--- config.mk ---
export PLATFORM = sky130hd
export DESIGN_NAME = ordered_list_append_find_remove_top
export DESIGN_NICKNAME = d
export VERILOG_FILES = /design/src/olafr_pkg.sv /design/src/olafr_ram.sv /design/src/olafr_walk.sv /design/src/ordered_list_append_find_remove_top.sv
export SDC_FILE = /design/constraint.sdc
export NUM_CORES = 1
export LEC_CHECK = 0
export BUFFER_PORTS_ARGS = -buffer_cell sky130_fd_sc_hd__buf_2
export CORE_ASPECT_RATIO = 1.25
export CORE_MARGIN = 8
export CORE_UTILIZATION = 40
export CTS_CLUSTER_DIAMETER = 30
export CTS_CLUSTER_SIZE = 28
export DETAILED_ROUTE_END_ITERATION = 6
export GPL_ROUTABILITY_DRIVEN = 0
export SLEW_MARGIN = 20
export SYNTH_ARGS = -nofsm -noshare
export SYNTH_HDL_FRONTEND = slang
export SYNTH_SLANG_ARGS = --single-unit
--- constraint.sdc ---
create_clock -name i_clk -period 4.08 [get_ports i_clk]
set_input_delay 0.204 -clock i_clk [delete_from_list [all_inputs] [get_ports i_clk]]
set_output_delay 0.204 -clock i_clk [all_outputs]
set_load 0.02 [all_outputs]
--- src/olafr_pkg.sv ---
// ----------------------------------------------------------------------------
// Ordered key list package
// Shared types, codes and defaults for the ordered key list block.
// ----------------------------------------------------------------------------
package olafr_pkg;

    // default number of list entries
    localparam int OLAFR_DEPTH = 16;

    // key width
    localparam int KEY_W = 32;

    // request kinds
    localparam logic [1:0] KIND_APPEND = 2'd0;
    localparam logic [1:0] KIND_FIND   = 2'd1;
    localparam logic [1:0] KIND_REMOVE = 2'd2;

    // result status codes
    localparam logic [1:0] STAT_OK      = 2'd0;
    localparam logic [1:0] STAT_MISSING = 2'd1;
    localparam logic [1:0] STAT_FULL    = 2'd2;

    // one request item
    typedef struct packed {
        logic [1:0]              kind;
        logic signed [KEY_W-1:0] key;
    } t_request;

    // one result item
    typedef struct packed {
        logic [1:0] status;
        logic       found;
        logic [3:0] position;
        logic [4:0] count;
    } t_result;

    // sequencer commands to the walk unit
    typedef struct packed {
        logic load;
        logic run;
    } t_walk_ctrl;

    // walk unit status back to the sequencer
    typedef struct packed {
        logic hit;
        logic pend;
        logic drained;
    } t_walk_stat;

endpackage

--- src/olafr_ram.sv ---
// ----------------------------------------------------------------------------
// Generic single-port-write RAM
// One write port and one read port with registered read data.
// ----------------------------------------------------------------------------
module olafr_ram #(
    parameter int WIDTH = 32,
    parameter int DEPTH = 16
) (
    input  logic                                   i_clk,
    input  logic                                   i_we,
    input  logic [((DEPTH > 1) ? $clog2(DEPTH) : 1)-1:0] i_waddr,
    input  logic [WIDTH-1:0]                       i_wdata,
    input  logic [((DEPTH > 1) ? $clog2(DEPTH) : 1)-1:0] i_raddr,
    output logic [WIDTH-1:0]                       o_rdata
);

    logic [WIDTH-1:0] r_mem [DEPTH];
    logic [WIDTH-1:0] r_rdata;

    // write the addressed word
    always_ff @(posedge i_clk) begin
        if (i_we) begin
            r_mem[i_waddr] <= i_wdata;
        end
    end

    // register the read word
    always_ff @(posedge i_clk) begin
        r_rdata <= r_mem[i_raddr];
    end

    assign o_rdata = r_rdata;

endmodule

--- src/olafr_walk.sv ---
// ----------------------------------------------------------------------------
// Ordered key list walk unit
// Shared read pointer and key comparator, stepping one entry a cycle
// through the list RAM for both the search and the shift-down pass.
// ----------------------------------------------------------------------------
module olafr_walk #(
    parameter int DEPTH = olafr_pkg::OLAFR_DEPTH
) (
    input  logic                                       i_clk,
    input  logic                                       i_rst_n,
    input  olafr_pkg::t_walk_ctrl                      i_ctrl,
    input  logic [$clog2(DEPTH+1)-1:0]                 i_base,
    input  logic [$clog2(DEPTH+1)-1:0]                 i_limit,
    input  logic [olafr_pkg::KEY_W-1:0]                i_key,
    input  logic [olafr_pkg::KEY_W-1:0]                i_rd_data,
    output logic [((DEPTH > 1) ? $clog2(DEPTH) : 1)-1:0] o_rd_addr,
    output logic [((DEPTH > 1) ? $clog2(DEPTH) : 1)-1:0] o_tag,
    output olafr_pkg::t_walk_stat                      o_stat
);

    import olafr_pkg::*;

    localparam int AW = (DEPTH > 1) ? $clog2(DEPTH) : 1;
    localparam int FW = $clog2(DEPTH + 1);

    logic [FW-1:0] r_ptr, n_ptr;
    logic          r_pend, n_pend;
    logic [AW-1:0] r_tag, n_tag;
    logic          w_more;

    // more entries left below the limit
    assign w_more = (r_ptr < i_limit);

    // advance the pointer, tag the word in flight
    always_comb begin
        n_ptr  = r_ptr;
        n_pend = 1'b0;
        n_tag  = r_tag;
        if (i_ctrl.load) begin
            n_ptr = i_base;
        end else if (i_ctrl.run && w_more) begin
            n_pend = 1'b1;
            n_tag  = r_ptr[AW-1:0];
            n_ptr  = r_ptr + FW'(1);
        end
    end

    always_ff @(posedge i_clk) begin
        if (!i_rst_n) begin
            r_ptr  <= '0;
            r_pend <= 1'b0;
        end else begin
            r_ptr  <= n_ptr;
            r_pend <= n_pend;
        end
    end

    always_ff @(posedge i_clk) begin
        r_tag <= n_tag;
    end

    // compare the returned word against the key
    assign o_rd_addr      = r_ptr[AW-1:0];
    assign o_tag          = r_tag;
    assign o_stat.hit     = r_pend && (i_rd_data == i_key);
    assign o_stat.pend    = r_pend;
    assign o_stat.drained = !r_pend && !w_more;

endmodule

--- src/ordered_list_append_find_remove_top.sv ---
// ----------------------------------------------------------------------------
// Ordered key list top level
// Sequencer, fill count and result register around the list RAM and walk.
// ----------------------------------------------------------------------------
// Usage: drive a request on i_req and pulse start while busy is low; the
// item is taken at that clock edge. Each item gives exactly one result on
// o_res, held for one cycle and marked by o_valid; the receiver cannot stall
// and must take it in that cycle.
// Append, an unused kind, and find or remove on an empty list need no walk:
// the result appears the cycle after the item is taken and busy stays
// low, so a new item may follow at once.
// Find walks the list through the single RAM read port, one entry a cycle.
// Remove adds a shift-down pass over the later entries, again one a cycle
// through the same port. busy is high from the cycle after the item is
// taken until the cycle in which the result is shown.
// Reset (synchronous, active low) empties the list; entry contents are not
// cleared and are only read once written.
// ----------------------------------------------------------------------------
module ordered_list_append_find_remove_top #(
    parameter int DEPTH = olafr_pkg::OLAFR_DEPTH
) (
    input  logic                i_clk,
    input  logic                i_rst_n,
    input  logic                start,
    input  olafr_pkg::t_request i_req,
    output logic                busy,
    output logic                o_valid,
    output olafr_pkg::t_result  o_res
);

    import olafr_pkg::*;

    localparam int AW = (DEPTH > 1) ? $clog2(DEPTH) : 1;
    localparam int FW = $clog2(DEPTH + 1);
    localparam logic [FW-1:0] FILL_MAX = FW'(DEPTH);

    // sequencer states
    localparam logic [1:0] ST_IDLE  = 2'd0;
    localparam logic [1:0] ST_SCAN  = 2'd1;
    localparam logic [1:0] ST_SHIFT = 2'd2;

    logic [1:0]       r_state, n_state;
    logic [FW-1:0]    r_fill, n_fill;
    logic             r_remove, n_remove;
    logic [KEY_W-1:0] r_key, n_key;
    logic [AW-1:0]    r_pos, n_pos;
    logic             r_valid, n_valid;
    t_result          r_res, n_res;

    t_walk_ctrl       w_ctrl;
    t_walk_stat       w_stat;
    logic [FW-1:0]    w_base;
    logic [AW-1:0]    w_rd_addr;
    logic [AW-1:0]    w_tag;
    logic [KEY_W-1:0] w_rd_data;
    logic             w_we;
    logic [AW-1:0]    w_waddr;
    logic [KEY_W-1:0] w_wdata;

    // pack a result, masking index and count to their field widths
    function automatic t_result make_result(input logic [1:0]    status,
                                            input logic          found,
                                            input logic [AW-1:0] idx,
                                            input logic [FW-1:0] cnt);
        t_result          res;
        logic [AW+3:0]    pw;
        logic [FW+4:0]    cw;
        pw           = {4'b0000, idx};
        cw           = {5'b00000, cnt};
        res.status   = status;
        res.found    = found;
        res.position = pw[3:0];
        res.count    = cw[4:0];
        return res;
    endfunction

    // list storage
    olafr_ram #(
        .WIDTH (KEY_W),
        .DEPTH (DEPTH)
    ) u_ram (
        .i_clk   (i_clk),
        .i_we    (w_we),
        .i_waddr (w_waddr),
        .i_wdata (w_wdata),
        .i_raddr (w_rd_addr),
        .o_rdata (w_rd_data)
    );

    // shared pointer and comparator
    olafr_walk #(
        .DEPTH (DEPTH)
    ) u_walk (
        .i_clk     (i_clk),
        .i_rst_n   (i_rst_n),
        .i_ctrl    (w_ctrl),
        .i_base    (w_base),
        .i_limit   (r_fill),
        .i_key     (r_key),
        .i_rd_data (w_rd_data),
        .o_rd_addr (w_rd_addr),
        .o_tag     (w_tag),
        .o_stat    (w_stat)
    );

    // sequence search, shift and result
    always_comb begin
        n_state  = r_state;
        n_fill   = r_fill;
        n_remove = r_remove;
        n_key    = r_key;
        n_pos    = r_pos;
        n_valid  = 1'b0;
        n_res    = r_res;
        w_ctrl   = '0;
        w_base   = '0;
        w_we     = 1'b0;
        w_waddr  = r_fill[AW-1:0];
        w_wdata  = r_key;

        unique case (r_state)
            ST_IDLE: begin
                if (start) begin
                    case (i_req.kind) inside
                        KIND_APPEND: begin
                            n_valid = 1'b1;
                            if (r_fill >= FILL_MAX) begin
                                n_res = make_result(STAT_FULL, 1'b0, '0, r_fill);
                            end else begin
                                w_we    = 1'b1;
                                w_wdata = i_req.key;
                                n_fill  = r_fill + FW'(1);
                                n_res   = make_result(STAT_OK, 1'b1, r_fill[AW-1:0],
                                                      r_fill + FW'(1));
                            end
                        end
                        KIND_FIND, KIND_REMOVE: begin
                            if (r_fill == '0) begin
                                n_valid = 1'b1;
                                n_res   = make_result(STAT_MISSING, 1'b0, '0, r_fill);
                            end else begin
                                w_ctrl.load = 1'b1;
                                n_remove    = (i_req.kind == KIND_REMOVE);
                                n_key       = i_req.key;
                                n_state     = ST_SCAN;
                            end
                        end
                        default: begin
                            n_valid = 1'b1;
                            n_res   = make_result(STAT_OK, 1'b0, '0, r_fill);
                        end
                    endcase
                end
            end
            ST_SCAN: begin
                w_ctrl.run = 1'b1;
                if (w_stat.hit) begin
                    if (r_remove) begin
                        w_ctrl.load = 1'b1;
                        w_base      = FW'(w_tag) + FW'(1);
                        n_pos       = w_tag;
                        n_state     = ST_SHIFT;
                    end else begin
                        n_valid = 1'b1;
                        n_res   = make_result(STAT_OK, 1'b1, w_tag, r_fill);
                        n_state = ST_IDLE;
                    end
                end else if (w_stat.drained) begin
                    n_valid = 1'b1;
                    n_res   = make_result(STAT_MISSING, 1'b0, '0, r_fill);
                    n_state = ST_IDLE;
                end
            end
            ST_SHIFT: begin
                // move each later entry down one place
                w_ctrl.run = 1'b1;
                if (w_stat.pend) begin
                    w_we    = 1'b1;
                    w_waddr = w_tag - AW'(1);
                    w_wdata = w_rd_data;
                end
                if (w_stat.drained) begin
                    n_fill  = r_fill - FW'(1);
                    n_valid = 1'b1;
                    n_res   = make_result(STAT_OK, 1'b1, r_pos, r_fill - FW'(1));
                    n_state = ST_IDLE;
                end
            end
            default: begin
                n_state = ST_IDLE;
            end
        endcase
    end

    // hold control state
    always_ff @(posedge i_clk) begin
        if (!i_rst_n) begin
            r_state <= ST_IDLE;
            r_fill  <= '0;
            r_valid <= 1'b0;
        end else begin
            r_state <= n_state;
            r_fill  <= n_fill;
            r_valid <= n_valid;
        end
    end

    // hold request and result payload
    always_ff @(posedge i_clk) begin
        r_remove <= n_remove;
        r_key    <= n_key;
        r_pos    <= n_pos;
        r_res    <= n_res;
    end

    assign busy    = (r_state != ST_IDLE);
    assign o_valid = r_valid;
    assign o_res   = r_res;

`ifndef SYNTHESIS
    // a result is only shown once the sequencer is back at rest
    assert property (@(posedge i_clk) disable iff (!i_rst_n) o_valid |-> !busy)
        else $error("result shown while busy");

    // the list never holds more than its depth
    assert property (@(posedge i_clk) disable iff (!i_rst_n) r_fill <= FILL_MAX)
        else $error("fill count beyond depth");

    // an append finishes in the next cycle
    assert property (@(posedge i_clk) disable iff (!i_rst_n)
        (start && !busy && i_req.kind == KIND_APPEND) |=> o_valid)
        else $error("append gave no result in the next cycle");

    // a completed remove leaves one entry fewer
    assert property (@(posedge i_clk) disable iff (!i_rst_n)
        (r_state == ST_SHIFT && w_stat.drained) |=> (r_fill == $past(r_fill) - FW'(1)))
        else $error("remove did not shorten the list");
`endif

endmodule

==> out/qor.csv, run 1 <==
metric;value;unit
failing checks;design-rule violations;
Final Cycle Share;82.25;%
Ys Warns;0;
Inserted Clock Buffers;92;
Post-CTS Setup Bufs;0;
busiest grt layer;met2;
layout cells sized above 1;31.58;%
cell family with the largest share of critical-path delay;simple AND/OR/NAND/NOR gates;
required time worst endpoint;4.41;ns
Min-Delay Path Depth;4;
arrival time at the worst endpoint;3.68;ns
hold buffers post-CTS;35;
Slew HR;31.00;%
area share of the largest cell type after synthesis;71.13;%
Syn Nets;1194;
total power;15.11;mW
CP bufs+invs;3;
final wirelength;54920;um
clk_skew;0.02533;ns
LEAKAGE;9.186;nW
Final Hold Viols;0;
non-filler instance count after layout;2149;
Area after DPL;0.02550;mm2
pin count of the biggest net entering global routing;133;
Hold WC Path Type;primary input to flip-flop;
n_diodes;0;
vias in the first global route;12648;
mean area per synthesized cell;20.90;um2
global-route wire length before repair;81830;um
count leader, synth;edfxtp_1;
CP Max Fanout;20;
die area;0.06775;mm2
area leader, netlist;edfxtp_1;
Reg2Reg Setup Slack;0.72;ns
Reg2Reg Depth;9;
Async S/R FF share, synth;0;%
placed wire-length estimate;32630;um
Post-Synthesis Cells;1141;
FF+latch count, synth;611;
Die Wd;234.4;um
Max Cap Viol;0;
RSZ-0062 raised after global routing;false;
layout net count;1360;
Root Driver;clkbuf_16;
distinct cell type count after synthesis;53;
clk slew on worst S/H paths;0.06;ns
Layout Area Growth over Synthesis;21.31;%
top post-synthesis cells by count;edfxtp_1, mux4_2, inv_1;
Hold EP;r_state[0];
total track usage;16.46;%
reg-to-reg startpoint;r_state[0];
WL/cell;25.56;um
CP Capture Type;flip-flop;
met3 Track Usage GR;3.095;%
Post-DRT Antenna Nets;0;
power per standard cell area;522.1;mW/mm2
CTS tree;built;
gr ovfl total;0;
CP max-delay cell;nor2_4;
synth top area cells;edfxtp_1, mux4_2, dfxtp_1, xnor2_1, a222oi_1;
worst vdd ir;0.0002825;V
vias per cell;5.530;
CTS sink cnt;611;
initial antenna violation count;0;
post_cts resized;0;
CTS Buffer Depth;3;
setup TNS;0;ns
status;finished with violations;
Initial Utilization;40.22;%
I/O pins;51;
IO buf count;50;
Initial DRT Pass Iterations;7;
met1 Track Usage GR;21.06;%
DRC violations left;4;
Core Region;0.05931;mm2
Crit Path Class;flip-flop to flip-flop;
sequential area share after synthesis;74.99;%
M2 GR Usage;27.73;%
clock latency on the worst-skew pair;0.64;ns
Mapped Area;0.02385;mm2
Finished Cell Area;0.02894;mm2
via count;11884;
H-tree Lvls;3;
reg2reg end;u_ram.r_mem[14][0];
Cell Chain, Critical Path;inv_1 > ha_1 > inv_1 > nor2_4 > nor2_1 > a21oi_1 > nand2_1 > nor2_4 > buf_12;
First DRT Iteration DRCs;1157;
Hold Path Origin;start;
Die Ht;289.0;um
post-route minimum period;3.356;ns
Worst-Margin Slew;1.030;ns
site row count;100;
Post-synth EDFFs;565;
Fmax;0.2980;GHz
final hold slack;0.07138;ns
top_reg_cell synth;edfxtp_1;
placed cells;1943;
Crit path largest cell delay;0.59;ns
Setup violations, final;0;
count of final max-slew check failures;0;
Startpoint Class;flip-flop;
-- registers in the layout (all words and copies together), names as in the netlist --
register / cells
o_res: 12
o_valid: 1
r_fill: 5
r_key: 32
r_pos: 4
r_remove: 1
r_state: 2
u_ram.o_rdata: 32
u_ram.r_mem: 512
u_walk.o_tag: 4
u_walk.r_pend: 1
u_walk.r_ptr: 5
-- how the worst max path moves through the flow --
stage                           from  cells after the start             endpoint  slack (ns)
after floorplan            r_fill[2]                      9             o_res[0]        0.07
after global placement    r_state[0]                      9   u_ram.r_mem[14][9]        0.83
after detailed placement  r_state[0]                      9  u_ram.r_mem[14][29]        0.78
after CTS                 r_state[0]                      9   u_ram.r_mem[13][0]        0.73
after global routing      r_state[0]                      9   u_ram.r_mem[14][0]        0.51
final                     r_state[0]                      9   u_ram.r_mem[14][0]        0.72
-- cells by family after synthesis --
group | synth area share [%]
AO/OA/AOI/OAI | 3.074
XOR/XNOR | 1.616
adder cells (fa/ha/maj) | 0.8393
buffers and inverters | 1.899
flip-flops | 74.99
multiplexers | 15.19
AND/OR/NAND/NOR | 2.387
-- worst reg2reg max path: cells and delay by family (launching register included) --
kind                     cells  cell delay, ns
adder cells (fa/ha/maj)      1            0.43
buffers and inverters        3            0.58
AO/OA/AOI/OAI                1            0.20
AND/OR/NAND/NOR              4            1.47
flip-flops                   1            0.35
-- power by group --
part           switching [mW]  total (mW)  leakage, nW  internal [mW]
registers              0.0428        6.99         5.49           6.95
logic                   0.324       0.516         2.22          0.192
clock network            3.07        7.60         1.47           4.53
total                    3.44        15.1         9.19           11.7
-- placed cells by master, fill, tap and decap left out, types with 17 or more instances in the layout --
master | synthesis | final
edfxtp_1 | 565 | 565
mux4_2 | 160 | 160
clkbuf_16 | 0 | 92
inv_1 | 52 | 52
buf_2 | 15 | 50
dfxtp_1 | 46 | 42
xnor2_1 | 38 | 38
dlygate4sd3_1 | 1 | 35
a222oi_1 | 33 | 33
a21oi_1 | 24 | 24
buf_4 | 1 | 22
nand2_1 | 19 | 19
buf_12 | 0 | 19
nor2_4 | 0 | 17
-- metrics by stage --
step	util, %	setup slack [ns]
2_1_floorplan	-	0.06550
3_3_place_gp	43.00	0.8329
3_5_place_dp	43.00	0.7798
4_1_cts	48.79	0.7335
5_1_grt	48.79	0.5058
6_report	48.79	0.7242
-- layout make-up --
type / instances / area, um2
clock buffers: 103 / 2374
clock inverters: 68 / 708.2
fillers: 4836 / 30370
inverters: 52 / 195.2
multi-input cells: 424 / 5655
flip-flops and latches: 611 / 17900
well taps: 765 / 957.2
repair buffers: 126 / 1146
-- layer usage --
layer	up-vias	share of wire (%)
met2	378	51
met3	96	5.8
met1	6272	41
li1	5138	-
met5	-	0
met4	0	2.7
Note: power is estimated with default switching activity, not from simulation.
==> run 2: changes to the inputs <==
- clock period: 4.08 -> 3.23 ns (I/O delays scaled with it)
==> out/qor.csv, run 2 (same netlist as run 1, synthesis figures left out) <==
metric;value;unit;change
required time worst endpoint;3.57;ns;was 4.41 ns
count of final max-slew check failures;0;;unchanged
WL/cell;25.43;um;was 25.56 um
Root Driver;clkbuf_16;;unchanged
RSZ-0062 raised after global routing;false;;unchanged
gr ovfl total;0;;unchanged
clk slew on worst S/H paths;0.05;ns;was 0.06 ns
CTS sink cnt;611;;unchanged
Post-DRT Antenna Nets;0;;unchanged
Worst-Margin Slew;0.9164;ns;was 1.030 ns
H-tree Lvls;3;;unchanged
First DRT Iteration DRCs;1270;;was 1157
vias in the first global route;12689;;was 12648
non-filler instance count after layout;2175;;was 2149
n_diodes;0;;unchanged
global-route wire length before repair;82280;um;was 81830 um
placed wire-length estimate;34140;um;was 32630 um
placed cells;1953;;was 1943
LEAKAGE;9.473;nW;was 9.186 nW
Die Ht;289.0;um;unchanged
Startpoint Class;flip-flop;;unchanged
Initial DRT Pass Iterations;6;;was 7
Slew HR;38.91;%;was 31.00%
site row count;100;;unchanged
Die Wd;234.4;um;unchanged
pin count of the biggest net entering global routing;133;;unchanged
max FFs per register;512;;unchanged
Setup violations, final;0;;unchanged
total power;20.54;mW;was 15.11 mW
power per standard cell area;696.2;mW/mm2;was 522.1 mW/mm2
leading cell types in the layout, fill and taps excluded;edfxtp_1, mux4_2, clkbuf_16, inv_1, buf_2;;unchanged
CP Capture Type;flip-flop;;unchanged
Max Cap Viol;0;;unchanged
Layout Area Growth over Synthesis;23.71;%;was 21.31%
final wirelength;55310;um;was 54920 um
switching share of power;20.91;%;was 22.75%
Cell Int Power;16.25;mW;was 11.67 mW
setup TNS;0;ns;unchanged
Flop pwr share;43.0;%;was 46.3%
CTS Buffer Depth;3;;unchanged
vias per cell;5.557;;was 5.530
via count;12086;;was 11884
Hold WC Path Type;primary input to flip-flop;;unchanged
Crit Path Class;flip-flop to flip-flop;;unchanged
Crit path largest cell delay;0.65;ns;was 0.59 ns
arrival time at the worst endpoint;3.33;ns;was 3.68 ns
total track usage;16.58;%;was 16.46%
IO buf count;50;;unchanged
Core Region;0.05931;mm2;unchanged
Initial Utilization;40.22;%;unchanged
fillers;4754;;was 4836
status;finished clean;;was finished with violations
final worst slack;0.2338;ns;was 0.7242 ns
most flop-heavy register;u_ram.r_mem;;unchanged
crit-path most repeated cell;inv_1;;
Fmax;0.3338;GHz;was 0.2980 GHz
layout cells sized above 1;32.91;%;was 31.58%
commonest non-fill, non-tap cell in the layout;edfxtp_1;;unchanged
Reg2Reg Setup Slack;0.23;ns;was 0.72 ns
initial antenna violation count;0;;unchanged
Final Hold Viols;0;;unchanged
Cell Chain, Critical Path;inv_1 > ha_1 > and4b_2 > a21oi_1 > a21o_1 > buf_4 > a222oi_1 > inv_1;;was inv_1 > ha_1 > inv_1 > nor2_4 > nor2_1 > a21oi_1 > nand2_1 > nor2_4 > buf_12
Area after DPL;0.02557;mm2;was 0.02550 mm2
CP Max Fanout;16;;was 20
sw power;4.295;mW;was 3.437 mW
Finished Cell Area;0.02951;mm2;was 0.02894 mm2
DP Worst Slack;0.3326;ns;was 0.7798 ns
die area;0.06775;mm2;unchanged
I/O pins;51;;unchanged
DRC violations left;0;;was 4
Clock power frac;53.7;%;was 50.3%
Final Cycle Share;92.76;%;was 82.25%
CTS tree;built;;unchanged
clock latency on the worst-skew pair;0.62;ns;was 0.64 ns
layout net count;1378;;was 1360
Inserted Clock Buffers;99;;was 92
post-route minimum period;2.996;ns;was 3.356 ns
CP max-delay cell;a21o_1;;was nor2_4
clk_skew;0.02294;ns;was 0.02533 ns
worst vdd ir;0.0003280;V;was 0.0002825 V
Comb power frac;3.3;%;was 3.4%
-- run 2: layer usage --
metal | track usage [%] | vias to the layer above | part of all wire [%] | wire length (um)
met2 | 26.27 | 474 | 48 | 26410
met4 | 5.572 | 0 | 2.3 | 1264
met1 | 22.58 | 6361 | 43 | 23570
li1 | - | 5173 | - | -
met5 | 0 | - | 0 | 0
met3 | 3.712 | 78 | 7.3 | 4058
-- run 2: area by class of cell --
type / instances / area, um2 / area share, %
sequential: 611 / 17900 / 60.67
multi-input combinational: 424 / 5655 / 19.17
clock buffer: 111 / 2625 / 8.897
timing repair buffer: 137 / 1219 / 4.130
tap: 765 / 957.2 / 3.244
clock inverter: 75 / 954.7 / 3.236
inverter: 52 / 195.2 / 0.6615
-- run 2: worst max-delay path, delay by kind of cell, from the launching register on --
kind	cells	cell delay, ns
AO/OA/AOI/OAI	3	0.98
buffers and inverters	3	0.82
flip-flops	1	0.40
AND/OR/NAND/NOR	1	0.24
adder cells (fa/ha/maj)	1	0.25
-- run 2: path summary, 6_finish.rpt --
| kind | depth (start not counted) | endpoint | from |
|---|---|---|---|
| worst min-delay path | 5 | o_res[10] | i_req[32] |
| worst max-delay path | 8 | u_ram.r_mem[1][3] | r_state[0] |
| worst max register to register | 8 | u_ram.r_mem[1][3] | r_state[0] |
| worst min register to register | 2 | r_state[0] | r_state[0] |
-- run 2: power groups by stage --
| stage | combinational (mW) | clock, mW | sequential, mW |
|---|---|---|---|
| 5_1_grt | 0.728 | 11.5 | 8.83 |
| 6_report | 0.674 | 11.0 | 8.83 |
| 2_1_floorplan | 0.363 | 0 | 9.00 |
| 3_3_place_gp | 0.628 | 0 | 8.98 |
| 4_1_cts | 0.679 | 11.2 | 8.83 |
| 3_5_place_dp | 0.642 | 0 | 8.98 |
-- run 2: timing repair --
action,4_1_cts,5_1_grt
setup buffers,0,0
resized for setup,0,0
endpoints found under the hold margin,36,0
hold buffers,36,0
-- run 2: through the flow --
step | hold WS (ns) | utilization (%)
after floorplan | 0.2604 | -
after global placement | 0.3554 | 43.11
after detailed placement | 0.3552 | 43.11
after CTS | 0.1787 | 49.75
after global routing | 0.2504 | 49.75
final | 0.2124 | 49.75
==> run 3: changes to the inputs <==
- ABC_AREA: default -> 1
- PLACE_DENSITY: default -> 0.61
==> out/qor.csv, run 3 <==
metric;value;unit;change
distinct cell type count after synthesis;45;;was 53
total track usage;17.66;%;was 16.58%
Hold WC Path Type;primary input to flip-flop;;unchanged
via count;16585;;was 12086
CP Max Fanout;16;;unchanged
clk_skew;0.02392;ns;was 0.02294 ns
Post-Synthesis Cells;2014;;was 1141
site row count;102;;was 100
CTS Buffer Depth;3;;unchanged
Worst-Margin Slew;1.137;ns;was 0.9164 ns
Layout Area Growth over Synthesis;19.55;%;was 23.71%
area share of the largest cell type after synthesis;67.68;%;was 71.13%
LEAKAGE;10.35;nW;was 9.473 nW
die area;0.07098;mm2;was 0.06775 mm2
power per standard cell area;672.9;mW/mm2;was 696.2 mW/mm2
max FFs per register;512;;unchanged
Die Ht;295.9;um;was 289.0 um
area leader, netlist;edfxtp_1;;unchanged
synth top area cells;edfxtp_1, nor2_1, o21ai_0, dfxtp_1, nand2_1;;was edfxtp_1, mux4_2, dfxtp_1, xnor2_1, a222oi_1
required time worst endpoint;3.52;ns;was 3.57 ns
Final Hold Viols;0;;unchanged
WL/cell;20.85;um;was 25.43 um
Syn Nets;2067;;was 1194
placed wire-length estimate;38200;um;was 34140 um
n_diodes;0;;unchanged
post-route minimum period;2.756;ns;was 2.996 ns
RSZ-0062 raised after global routing;false;;unchanged
sequential area share after synthesis;71.36;%;was 74.99%
final wirelength;63280;um;was 55310 um
DRC violations left;0;;unchanged
Die Wd;239.9;um;was 234.4 um
layout net count;2184;;was 1378
CTS sink cnt;611;;unchanged
Multi-input gate area;0.006407;mm2;was 0.005655 mm2
gr ovfl total;0;;unchanged
Post-DRT Antenna Nets;0;;unchanged
Slew HR;24.02;%;was 38.91%
Async S/R FF share, synth;0;%;unchanged
worst vdd ir;0.0003640;V;was 0.0003280 V
layout cells sized above 1;14.21;%;was 32.91%
arrival time at the worst endpoint;3.04;ns;was 3.33 ns
Max Cap Viol;0;;unchanged
leading cell types in the layout, fill and taps excluded;edfxtp_1, nor2_1, nand2_1, o21ai_0, inv_1;;was edfxtp_1, mux4_2, clkbuf_16, inv_1, buf_2
I/O pins;51;;unchanged
CP Capture Type;flip-flop;;unchanged
top post-synthesis cells by count;edfxtp_1, nor2_1, nand2_1;;was edfxtp_1, mux4_2, inv_1
top_reg_cell synth;edfxtp_1;;unchanged
Crit Path Class;flip-flop to flip-flop;;unchanged
vias per cell;5.465;;was 5.557
total power;20.16;mW;was 20.54 mW
Inserted Clock Buffers;84;;was 99
count leader, synth;edfxtp_1;;unchanged
global-route wire length before repair;96090;um;was 82280 um
status;finished clean;;unchanged
initial antenna violation count;0;;unchanged
First DRT Iteration DRCs;1314;;was 1270
clk slew on worst S/H paths;0.06;ns;was 0.05 ns
most flop-heavy register;u_ram.r_mem;;unchanged
commonest non-fill, non-tap cell in the layout;edfxtp_1;;unchanged
CTS tree;built;;unchanged
Seq. cell area;0.01790;mm2;about the same
count of final max-slew check failures;0;;unchanged
mean area per synthesized cell;12.45;um2;was 20.90 um2
DP Worst Slack;0.5209;ns;was 0.3326 ns
fillers;5340;;was 4754
pin count of the biggest net entering global routing;124;;was 133
clock latency on the worst-skew pair;0.62;ns;about the same
Final Cycle Share;85.34;%;was 92.76%
Ys Warns;0;;unchanged
Startpoint Class;flip-flop;;unchanged
Post-synth EDFFs;565;;unchanged
FF+latch count, synth;611;;unchanged
Initial DRT Pass Iterations;5;;was 6
Fmax;0.3628;GHz;was 0.3338 GHz
Initial Utilization;40.41;%;was 40.22%
vias in the first global route;16237;;was 12689
Core Region;0.06202;mm2;was 0.05931 mm2
Post-CTS Setup Bufs;0;;unchanged
IO buf count;50;;unchanged
H-tree Lvls;3;;unchanged
Mapped Area;0.02507;mm2;was 0.02385 mm2
final worst slack;0.4736;ns;was 0.2338 ns
Root Driver;clkbuf_16;;unchanged
Setup violations, final;0;;unchanged
run 3: area by class of cell:
| cell class | instances | share of cell area (%) |
|---|---|---|
| sequential | 611 | 59.72 |
| multi-input combinational | 1183 | 21.38 |
| clock buffer | 88 | 7.206 |
| timing repair buffer | 150 | 4.275 |
| tap | 832 | 3.474 |
| clock inverter | 70 | 2.639 |
| inverter | 101 | 1.307 |
run 3: cell families after synthesis:
| group | synth area share (%) |
|---|---|
| simple gates | 10.61 |
| flops | 71.36 |
| compound gates | 11.12 |
| buf+inv | 3.634 |
| mux | 1.997 |
| fa+ha+maj | 0.7986 |
| xor+xnor | 0.4892 |
run 3: path summary, 6_finish.rpt:
| kind | end | depth (start not counted) | slack [ns] | start |
|---|---|---|---|---|
| worst max-delay path | u_ram.r_mem[5][3] | 11 | 0.47 | r_state[0] |
| worst min-delay path | o_res[10] | 5 | 0.14 | i_req[32] |
| worst max register to register | u_ram.r_mem[5][3] | 11 | 0.47 | r_state[0] |
| worst min register to register | r_pos[0] | 0 | 0.51 | u_walk.o_tag[0] |
run 3: per-stage QoR:
step	instances	cell area [um2]	TNS, ns	util, %	hold WS [ns]
2_1_floorplan	2014	25070	-10.35	-	0.2604
3_3_place_gp	2840	26650	0	42.96	0.3596
3_5_place_dp	2840	26650	0	42.96	0.3594
4_1_cts	3035	29970	0	48.32	0.08175
5_1_grt	3035	29970	0	48.32	0.1884
6_report	3035	29970	0	48.32	0.1390
run 3: repair_timing:
action / CTS / global route
gates resized for setup: 0 / 0
hold buffers: 37 / 0
endpoints found under the hold margin: 47 / 0
run 3: metal layers:
metal / GRT usage [%] / wire (um) / up-vias / part of all wire (%)
li1: - / - / 7639 / -
met1: 22.34 / 26430 / 8239 / 42
met2: 30.38 / 31400 / 596 / 50
met3: 2.649 / 3577 / 111 / 5.7
met4: 6.902 / 1875 / 0 / 3.0
met5: 0 / 0 / - / 0
run 3: worst max-delay path, cell delays in order, from the launching register on:
cell and delay, ns:
dfxtp_1 0.39, inv_1 0.09, ha_1 0.22, nand2_1 0.39
inv_1 0.11, nand3_1 0.10, o21ai_0 0.15, buf_4 0.19
inv_1 0.07, nand2_1 0.22, nor2_4 0.18, buf_4 0.31
run 3: power by group:
group,internal [mW],total [mW],switching (mW),leakage (nW)
registers,8.90,9.07,0.176,5.49
logic,0.521,1.69,1.17,3.43
clock network,5.59,9.40,3.81,1.43
total,15.0,20.2,5.16,10.4
